===== src/sv/ptb_pkg.sv =====
// ----------------------------------------------------------------------------
// ptb_pkg
// Shared types and codes for the periodic timer bank.
// ----------------------------------------------------------------------------
package ptb_pkg;

  // Item kinds as carried on the input channel
  typedef enum logic [2:0] {
    KIND_TICK         = 3'd0,
    KIND_NEW          = 3'd1,
    KIND_DELETE       = 3'd2,
    KIND_SET_ENABLE   = 3'd3,
    KIND_SET_INTERVAL = 3'd4
  } kind_e;

  // Operations after classification by the front end
  typedef enum logic [2:0] {
    OP_TICK,
    OP_NEW,
    OP_DELETE,
    OP_SET_ENABLE,
    OP_SET_INTERVAL,
    OP_NOP
  } op_e;

  typedef enum logic [1:0] {
    STATUS_OK        = 2'd0,
    STATUS_NOT_FOUND = 2'd1,
    STATUS_FULL      = 2'd2
  } status_e;

  typedef enum logic {
    RES_EXPIRY   = 1'b0,
    RES_COMPLETE = 1'b1
  } res_kind_e;

  typedef enum logic [2:0] {
    ST_IDLE,
    ST_SCAN_HIT,
    ST_SELECT,
    ST_EMIT,
    ST_LOOKUP,
    ST_COMPLETE
  } state_e;

  typedef struct packed {
    logic [2:0]  kind;
    logic [31:0] timer_id;
    logic [30:0] period_ms;
    logic        enable_flag;
    logic [31:0] now_ms;
  } ptb_in_t;

  typedef struct packed {
    logic        result_kind;
    logic [31:0] result_id;
    logic [1:0]  status;
    logic        last;
  } ptb_out_t;

  typedef struct packed {
    op_e         op;
    logic [31:0] timer_id;
    logic [30:0] period_ms;
    logic        enable_flag;
    logic [31:0] now_ms;
  } ptb_cmd_t;

  // Queue status toward the back end
  typedef struct packed {
    logic     valid;
    ptb_cmd_t cmd;
  } ptb_q_out_t;

endpackage


===== src/sv/periodic_timer_bank.sv =====
// ----------------------------------------------------------------------------
// periodic_timer_bank
// Bank of periodic timers with create, delete, enable, re-time and tick.
// ----------------------------------------------------------------------------
// Channel  Direction  Handshake               Payload
// in       input      in_valid_i / in_stall_o   ptb_in_t  (one item)
// out      output     out_valid_o / out_stall_i ptb_out_t (one result)
//
// New, delete, set enable, set interval: the command is loaded, the slots are
// searched one by one, and the completion is emitted. A tick is loaded, a
// pass marks the due timers, each expiry takes a lowest-id search and an
// emit, a last search finds none, and the completion follows. Reset empties
// the bank at once; no clearing pass. A two-entry command queue lets input
// be taken while the engine or a stalled output holds.
// ----------------------------------------------------------------------------
module periodic_timer_bank import ptb_pkg::*; #(
  parameter int NUM_TIMERS = 16
) (
  input  logic     clk_i,
  input  logic     rst_ni,
  input  logic     in_valid_i,
  output logic     in_stall_o,
  input  ptb_in_t  in_data_i,
  output logic     out_valid_o,
  input  logic     out_stall_i,
  output ptb_out_t out_data_o
);

  ptb_q_out_t head;
  logic       pop;

  ptb_front u_front (
    .clk_i      (clk_i),
    .rst_ni     (rst_ni),
    .in_valid_i (in_valid_i),
    .in_stall_o (in_stall_o),
    .in_data_i  (in_data_i),
    .pop_i      (pop),
    .head_o     (head)
  );

  ptb_engine #(
    .NUM_TIMERS (NUM_TIMERS)
  ) u_engine (
    .clk_i       (clk_i),
    .rst_ni      (rst_ni),
    .head_i      (head),
    .pop_o       (pop),
    .out_valid_o (out_valid_o),
    .out_stall_i (out_stall_i),
    .out_data_o  (out_data_o)
  );

endmodule


===== src/sv/ptb_fifo.sv =====
// ----------------------------------------------------------------------------
// ptb_fifo
// Two-entry command queue between the front end and the timer engine.
// ----------------------------------------------------------------------------
module ptb_fifo import ptb_pkg::*; (
  input  logic       clk_i,
  input  logic       rst_ni,
  input  logic       push_i,
  input  ptb_cmd_t   push_data_i,
  output logic       full_o,
  input  logic       pop_i,
  output ptb_q_out_t head_o
);

  ptb_cmd_t   mem_q [2];
  logic       wr_ptr_q, rd_ptr_q;
  logic [1:0] count_q;

  assign full_o       = (count_q == 2'd2);
  assign head_o.valid = (count_q != 2'd0);
  assign head_o.cmd   = mem_q[rd_ptr_q];

  // Storage
  always_ff @(posedge clk_i) begin
    if (push_i) begin
      mem_q[wr_ptr_q] <= push_data_i;
    end
  end

  // Pointers and fill level
  always_ff @(posedge clk_i or negedge rst_ni) begin
    if (!rst_ni) begin
      wr_ptr_q <= 1'b0;
      rd_ptr_q <= 1'b0;
      count_q  <= 2'd0;
    end else begin
      if (push_i) wr_ptr_q <= ~wr_ptr_q;
      if (pop_i)  rd_ptr_q <= ~rd_ptr_q;
      count_q <= count_q + {1'b0, push_i} - {1'b0, pop_i};
    end
  end

endmodule


===== src/sv/ptb_front.sv =====
// ----------------------------------------------------------------------------
// ptb_front
// Accepts input transactions, classifies the kind and queues a command.
// ----------------------------------------------------------------------------
module ptb_front import ptb_pkg::*; (
  input  logic       clk_i,
  input  logic       rst_ni,
  input  logic       in_valid_i,
  output logic       in_stall_o,
  input  ptb_in_t    in_data_i,
  input  logic       pop_i,
  output ptb_q_out_t head_o
);

  ptb_cmd_t cmd;
  logic     full;
  logic     push;

  assign in_stall_o = full;
  assign push       = in_valid_i & ~full;

  // Map the raw kind onto an operation; unused kinds become a no-op
  always_comb begin
    cmd.timer_id    = in_data_i.timer_id;
    cmd.period_ms   = in_data_i.period_ms;
    cmd.enable_flag = in_data_i.enable_flag;
    cmd.now_ms      = in_data_i.now_ms;
    case (in_data_i.kind)
      KIND_TICK:         cmd.op = OP_TICK;
      KIND_NEW:          cmd.op = OP_NEW;
      KIND_DELETE:       cmd.op = OP_DELETE;
      KIND_SET_ENABLE:   cmd.op = OP_SET_ENABLE;
      KIND_SET_INTERVAL: cmd.op = OP_SET_INTERVAL;
      default:           cmd.op = OP_NOP;
    endcase
  end

  ptb_fifo u_fifo (
    .clk_i       (clk_i),
    .rst_ni      (rst_ni),
    .push_i      (push),
    .push_data_i (cmd),
    .full_o      (full),
    .pop_i       (pop_i),
    .head_o      (head_o)
  );

endmodule


===== src/sv/ptb_engine.sv =====
// ----------------------------------------------------------------------------
// ptb_engine
// Timer slot storage and sequencer: scans slots for ticks and lookups,
// emits results through an output register.
// ----------------------------------------------------------------------------
module ptb_engine import ptb_pkg::*; #(
  parameter int NUM_TIMERS = 16
) (
  input  logic       clk_i,
  input  logic       rst_ni,
  input  ptb_q_out_t head_i,
  output logic       pop_o,
  output logic       out_valid_o,
  input  logic       out_stall_i,
  output ptb_out_t   out_data_o
);

  localparam int IW = (NUM_TIMERS > 1) ? $clog2(NUM_TIMERS) : 1;
  localparam logic [IW-1:0] LAST_IDX = IW'(NUM_TIMERS - 1);

  // Slot storage
  logic        slot_valid_q    [NUM_TIMERS];
  logic [31:0] slot_id_q       [NUM_TIMERS];
  logic [30:0] slot_interval_q [NUM_TIMERS];
  logic        slot_enable_q   [NUM_TIMERS];
  logic [31:0] slot_start_q    [NUM_TIMERS];
  logic        hit_q           [NUM_TIMERS];

  logic [31:0] id_counter_q, last_tick_q;

  state_e      state_q, state_d;
  ptb_cmd_t    cmd_q;
  logic [IW-1:0] idx_q, idx_d, best_q, best_d;
  logic [31:0] best_id_q, best_id_d;
  logic        found_q, found_d;
  logic [31:0] res_id_q, res_id_d;
  status_e     status_q, status_d;

  logic        out_valid_q;
  ptb_out_t    out_q, out_d;
  logic        out_load;
  logic        out_free;

  // Per-cycle strobes
  logic        load_cmd;
  logic        hit_wr, hit_val;
  logic        expire;
  logic        slot_act;
  logic        tick_done;
  logic [31:0] due;
  logic        is_idx_last;

  assign out_free    = ~out_valid_q | ~out_stall_i;
  assign out_valid_o = out_valid_q;
  assign out_data_o  = out_q;
  assign pop_o       = load_cmd;
  assign is_idx_last = (idx_q == LAST_IDX);
  assign due         = slot_start_q[idx_q] + {1'b0, slot_interval_q[idx_q]};

  // Sequencer next state and strobes
  always_comb begin
    state_d   = state_q;
    idx_d     = idx_q;
    best_d    = best_q;
    best_id_d = best_id_q;
    found_d   = found_q;
    res_id_d  = res_id_q;
    status_d  = status_q;
    load_cmd  = 1'b0;
    hit_wr    = 1'b0;
    hit_val   = 1'b0;
    expire    = 1'b0;
    slot_act  = 1'b0;
    tick_done = 1'b0;
    out_load  = 1'b0;
    out_d     = out_q;
    case (state_q)
      ST_IDLE: begin
        if (head_i.valid) begin
          load_cmd = 1'b1;
          idx_d    = '0;
          res_id_d = '0;
          status_d = STATUS_OK;
          case (head_i.cmd.op)
            OP_TICK:         state_d = ST_SCAN_HIT;
            OP_NEW,
            OP_DELETE,
            OP_SET_ENABLE,
            OP_SET_INTERVAL: state_d = ST_LOOKUP;
            default:         state_d = ST_COMPLETE;
          endcase
        end
      end
      // Mark every slot that is due at this tick
      ST_SCAN_HIT: begin
        hit_wr  = 1'b1;
        hit_val = slot_valid_q[idx_q] & slot_enable_q[idx_q] & (due < cmd_q.now_ms);
        idx_d   = idx_q + 1'b1;
        if (is_idx_last) begin
          idx_d   = '0;
          found_d = 1'b0;
          state_d = ST_SELECT;
        end
      end
      // Find the marked slot with the lowest id, lowest slot on ties
      ST_SELECT: begin
        if (hit_q[idx_q] && (!found_q || slot_id_q[idx_q] < best_id_q)) begin
          found_d   = 1'b1;
          best_d    = idx_q;
          best_id_d = slot_id_q[idx_q];
        end
        idx_d = idx_q + 1'b1;
        if (is_idx_last) begin
          idx_d   = '0;
          state_d = found_d ? ST_EMIT : ST_COMPLETE;
        end
      end
      ST_EMIT: begin
        if (out_free) begin
          expire            = 1'b1;
          out_load          = 1'b1;
          out_d.result_kind = RES_EXPIRY;
          out_d.result_id   = best_id_q;
          out_d.status      = STATUS_OK;
          out_d.last        = 1'b0;
          found_d           = 1'b0;
          state_d           = ST_SELECT;
        end
      end
      // Search for a free slot (new) or the addressed id
      ST_LOOKUP: begin
        if ((cmd_q.op == OP_NEW) ? !slot_valid_q[idx_q]
            : (slot_valid_q[idx_q] && slot_id_q[idx_q] == cmd_q.timer_id)) begin
          slot_act = 1'b1;
          if (cmd_q.op == OP_NEW) res_id_d = id_counter_q + 32'd1;
          state_d = ST_COMPLETE;
        end else begin
          idx_d = idx_q + 1'b1;
          if (is_idx_last) begin
            status_d = (cmd_q.op == OP_NEW) ? STATUS_FULL : STATUS_NOT_FOUND;
            state_d  = ST_COMPLETE;
          end
        end
      end
      ST_COMPLETE: begin
        if (out_free) begin
          out_load          = 1'b1;
          out_d.result_kind = RES_COMPLETE;
          out_d.result_id   = res_id_q;
          out_d.status      = status_q;
          out_d.last        = 1'b1;
          tick_done         = (cmd_q.op == OP_TICK);
          state_d           = ST_IDLE;
        end
      end
      default: state_d = ST_IDLE;
    endcase
  end

  // Control state
  always_ff @(posedge clk_i or negedge rst_ni) begin
    if (!rst_ni) begin
      state_q      <= ST_IDLE;
      out_valid_q  <= 1'b0;
      id_counter_q <= '0;
      last_tick_q  <= '0;
      for (int i = 0; i < NUM_TIMERS; i++) slot_valid_q[i] <= 1'b0;
    end else begin
      state_q <= state_d;
      if (out_load)          out_valid_q <= 1'b1;
      else if (!out_stall_i) out_valid_q <= 1'b0;
      if (tick_done) last_tick_q <= cmd_q.now_ms;
      if (slot_act) begin
        case (cmd_q.op)
          OP_NEW: begin
            slot_valid_q[idx_q] <= 1'b1;
            id_counter_q        <= id_counter_q + 32'd1;
          end
          OP_DELETE: slot_valid_q[idx_q] <= 1'b0;
          default: ;
        endcase
      end
    end
  end

  // Datapath registers
  always_ff @(posedge clk_i) begin
    idx_q     <= idx_d;
    best_q    <= best_d;
    best_id_q <= best_id_d;
    found_q   <= found_d;
    res_id_q  <= res_id_d;
    status_q  <= status_d;
    if (load_cmd) cmd_q <= head_i.cmd;
    if (out_load) out_q <= out_d;
    if (hit_wr) hit_q[idx_q] <= hit_val;
    if (expire) begin
      hit_q[best_q]        <= 1'b0;
      slot_start_q[best_q] <= cmd_q.now_ms;
    end
    if (slot_act) begin
      case (cmd_q.op)
        OP_NEW: begin
          slot_id_q[idx_q]       <= id_counter_q + 32'd1;
          slot_interval_q[idx_q] <= cmd_q.period_ms;
          slot_enable_q[idx_q]   <= cmd_q.enable_flag;
          slot_start_q[idx_q]    <= last_tick_q;
        end
        OP_SET_ENABLE:   slot_enable_q[idx_q]   <= cmd_q.enable_flag;
        OP_SET_INTERVAL: slot_interval_q[idx_q] <= cmd_q.period_ms;
        default: ;
      endcase
    end
  end

endmodule

===== config.mk =====
export PLATFORM = sky130hd
export DESIGN_NAME = periodic_timer_bank
export DESIGN_NICKNAME = d
export VERILOG_FILES = /design/src/sv/ptb_pkg.sv /design/src/sv/periodic_timer_bank.sv /design/src/sv/ptb_fifo.sv /design/src/sv/ptb_front.sv /design/src/sv/ptb_engine.sv
export SDC_FILE = /design/constraint.sdc
export NUM_CORES = 2
export LEC_CHECK = 0
export BUFFER_PORTS_ARGS = -buffer_cell sky130_fd_sc_hd__buf_4
export CAP_MARGIN = 5
export CORE_MARGIN = 4
export CORE_UTILIZATION = 35
export CTS_BUF_LIST = sky130_fd_sc_hd__clkbuf_8
export CTS_CLUSTER_DIAMETER = 40
export DETAILED_ROUTE_END_ITERATION = 10
export RECOVER_POWER = 25
export SLEW_MARGIN = 20
export SYNTH_ARGS = -nofsm -noshare
export SYNTH_HDL_FRONTEND = slang
export SYNTH_HIERARCHICAL = 1
export SYNTH_SLANG_ARGS = --single-unit

===== constraint.sdc =====
create_clock -name clk_i -period 16.6 [get_ports clk_i]
set_input_delay 0.83 -clock clk_i [delete_from_list [all_inputs] [get_ports clk_i]]
set_output_delay 0.83 -clock clk_i [all_outputs]
set_load 0.03 [all_outputs]

==> metrics.txt <==
status finished, violations left; failing checks max-capacitance violations, max-slew violations; Residual DRC 0; Synth Area in XOR/XNOR 1.51%; Syn Nets 4353; wire per inst 26.0 um; Syn Inst Count 4149; required time worst endpoint 17.51 ns; Synth Register Bits 2051; PD cells 177 mW/mm^2; maximum fanout along the worst path 66; CTS tree built; hpwl dp 118000 um; via count 42400; Most used DFF post-synth edfxtp_1; initial antenna violation count 9; Ys Warns 6; clock-pin transition on the worst setup and hold timing paths 0.06 ns; Placed Area 0.0883 mm^2; CORE AREA 0.235 mm^2; Post-synth EDFFs 1959; Simple-Gate Fraction of Synth Area 3.48%; PortBufs 140; Worst Tran Pin Value 4.41 ns; vias per inst 5.22; die width 494 um; Fillers 21000; Storage cell area 0.0611 mm^2; share of cells above drive strength 1 27.0%; CTS-repair resized insts 0; post-route cell area 0.0957 mm^2; CTS root buf clkbuf_8; Layout Nets 4893; Initial Util 35.2%; CP Data Arrival Time 9.40 ns; CP Capture Type flip-flop; Pre-antenna DRT Iters 5; Skew-Pair Late Insertion Delay 1.07 ns; Slew Viols, Final 287; clock skew 0.115 ns; DRT Wirelength 211000 um; multi-input combinational cell area 0.0208 mm^2; type of the tightest min-delay check input port to flip-flop; RSZ-0062 raised after global routing no; Layout Utilization 40.7%; GRT Overall Usage 17.1%; min Tclk post-route 8.49 ns; post-CTS setup buffers 0; Area contributors post-synth edfxtp_1 (71%), mux4_2 (12%), dfrtp_1 (2.7%), mux2_4 (1.8%), ha_1 (1.5%); final hold vios 0; H-tree depth 5; Tcrit/Tclk final 51.2%; largest family of logic cells by synthesized area multiplexers; Peak VDD IR 0.000181 V; first-pass GRT wire length 304000 um; Post-Synth Adder-Cell Area 1.54%; # clock sinks 2051; placed cell count 7382; fmax 118 MHz; Synth Area per Inst 19.9 um^2; Layout Cells excl Fill 8116; synth unique cells 75; post-synth top area share 71.1%; Max-slew headroom -194%; sequential share of the synthesized area 73.9%; Final setup viols 0; Yosys top cell by area edfxtp_1; Cell Rows 178; Netlist Area Pre-Place 0.0827 mm^2; I/O pin cnt 141; Hold Slack 0.131 ns; post-synthesis compound-gate area fraction 2.87%; area delta synth->final 15.7%; CTS buffer count 357; mux contribution to synthesized area 15.1%; die area 0.244 mm^2; Lkg Pwr 32.0 nW; Overflow after GRT 0; ys async rst share 4.29%; Die H 494 um; crit path kind flip-flop to flip-flop; largest net degree at the start of global routing 103; TNS Setup 0 ns; Longest Clk Path Bufs 4; max-cap violations 7; vias in the first global route 43300; Worst setup SP type flip-flop; GP Congestion 0.843; Post-DRT Antenna Nets 0; DRT iter0 DRCs 4112
## cell families after synthesis
logic type | count (synthesis)
AOI/OAI and AO/OA | 371
xor gates and xnor gates | 141
adders and majority gates | 101
buffers and inverters | 282
DFF | 2051
muxes | 649
and+or+nand+nor | 554
## stage by stage
stage	setup slack, ns	total power, mW
after floorplan	2.98	10.8
after global placement	8.19	12.6
after detailed placement	8.04	12.6
after CTS	8.09	17.1
after global routing	7.53	17.8
final	8.11	16.9
## placed cells by master, fill, tap and decap left out, types with 16 or more instances in the layout
master	instances
nand3_1	30
mux2_4	81
bufinv_16	18
mux2_1	25
nor2_1	87
dlygate4sd3_1	98
a22oi_1	25
a211oi_1	16
mux2i_1	77
and2_1	36
clkbuf_8	369
nand4_1	18
buf_4	161
a21o_1	39
ha_1	100
a21oi_1	54
mux4_2	435
xnor2_1	78
nand2b_1	17
nor2b_1	25
nor3_1	17
nor4_2	19
clkbuf_4	51
and3_1	20
xor2_1	49
clkinv_1	68
mux2_2	31
nand2_1	210
inv_1	190
edfxtp_1	1959
clkinv_2	54
dfrtp_1	88
o21ai_0	129
nor2_4	17
clkbuf_1	57
## report_power, final
group	total, mW	internal, mW	switching, mW
Clock	4.37	2.35	2.02
Sequential	7.00	6.57	0.426
Combinational	5.55	2.33	3.22
## cells in the mapped netlist, types with 16 or more instances
| master | number |
|---|---|
| ha_1 | 100 |
| nand2_1 | 212 |
| a22oi_1 | 25 |
| xor2_1 | 57 |
| a21o_1 | 39 |
| clkbuf_1 | 104 |
| mux2_2 | 31 |
| nand3_1 | 31 |
| nor2_1 | 104 |
| and2_1 | 40 |
| mux2i_1 | 77 |
| nand2b_1 | 18 |
| o21ai_0 | 143 |
| a21oi_1 | 55 |
| and3_1 | 21 |
| buf_1 | 33 |
| edfxtp_1 | 1959 |
| dfrtp_1 | 88 |
| mux2_4 | 99 |
| a211oi_1 | 16 |
| mux4_2 | 435 |
| inv_1 | 92 |
| xnor2_1 | 83 |
| nor2b_1 | 26 |
| nor3_1 | 17 |
| nor4_2 | 19 |
| buf_2 | 23 |
| nand4_1 | 18 |
## worst paths after layout
check / start / endpoint / slack (ns) / cells past startpoint
setup / recovery: flip-flop / u_engine/hit_q[5] / 8.11 / 22
hold / removal: in_data_i[96] / u_front/u_fifo/mem_q[0][96] / 0.13 / 2
setup reg to reg: flip-flop / u_engine/hit_q[5] / 8.11 / 22
hold reg to reg: u_front/u_fifo/mem_q[0][87] / u_engine/cmd_q[87] / 0.48 / 1
max in group asynchronous: rst_ni / async pin / 10.45 / 3
min in group asynchronous: rst_ni / u_engine/id_counter_q[10] / 1.56 / 2
## repair_timing
action | in CTS | in global routing
setup endpoints to repair | 0 | 0
hold endpoints to repair | 237 | 0
hold buffers | 98 | 0
## layer usage
metal | vias up | GRT usage [%] | part of all wire [%]
met5 | - | 0 | 0
met4 | 0 | 6.04 | 3.2
met3 | 363 | 3.45 | 7.8
met2 | 1779 | 27.0 | 47
met1 | 22300 | 23.7 | 42
li1 | 17900 | - | -
## worst max-delay path: stages (launching register included)
cell and delay (ns):
dfxtp_4 0.69, buf_4 0.59, buf_4 0.87, buf_4 0.90
mux4_2 0.41, mux4_2 0.48, ha_1 0.37, nor2b_1 0.15
o21ai_0 0.32, a21boi_0 0.26, o211a_1 0.37, o21a_1 0.21
nor2_1 0.23, o21bai_1 0.09, a21oi_1 0.17, xnor2_1 0.15
ha_1 0.27, a211o_1 0.28, a2111o_1 0.37, a2111oi_0 0.47
o31ai_1 0.19, a21oi_1 0.22, buf_4 0.24
## flip-flops by register name, summed over array words and instances (netlist names), 2 cells and up, named ones only
name / count
u_engine/id_counter_q: 32
u_engine/out_data_o: 35
u_front/u_fifo/mem_q: 198
u_engine/res_id_q: 32
u_engine/slot_start_q: 512
u_engine/best_id_q: 32
u_engine/idx_q: 4
u_engine/slot_id_q: 512
u_engine/best_q: 4
u_engine/status_q: 2
u_front/u_fifo/count_q: 2
u_engine/last_tick_q: 32
u_engine/state_q: 3
u_engine/slot_enable_q: 16
u_engine/slot_interval_q: 496
u_engine/cmd_q: 99
u_engine/hit_q: 16
## layout make-up
type,instances,area share [%]
multi-input cells,1816,21.7
flip-flops and latches,2051,63.8
repair buffers,370,2.97
clock inverters,260,1.68
well taps,3150,4.12
clock buffers,369,5.30
diodes,7,0.0183
inverters,93,0.370
No activity file was read; power rests on OpenSTA's default activity.
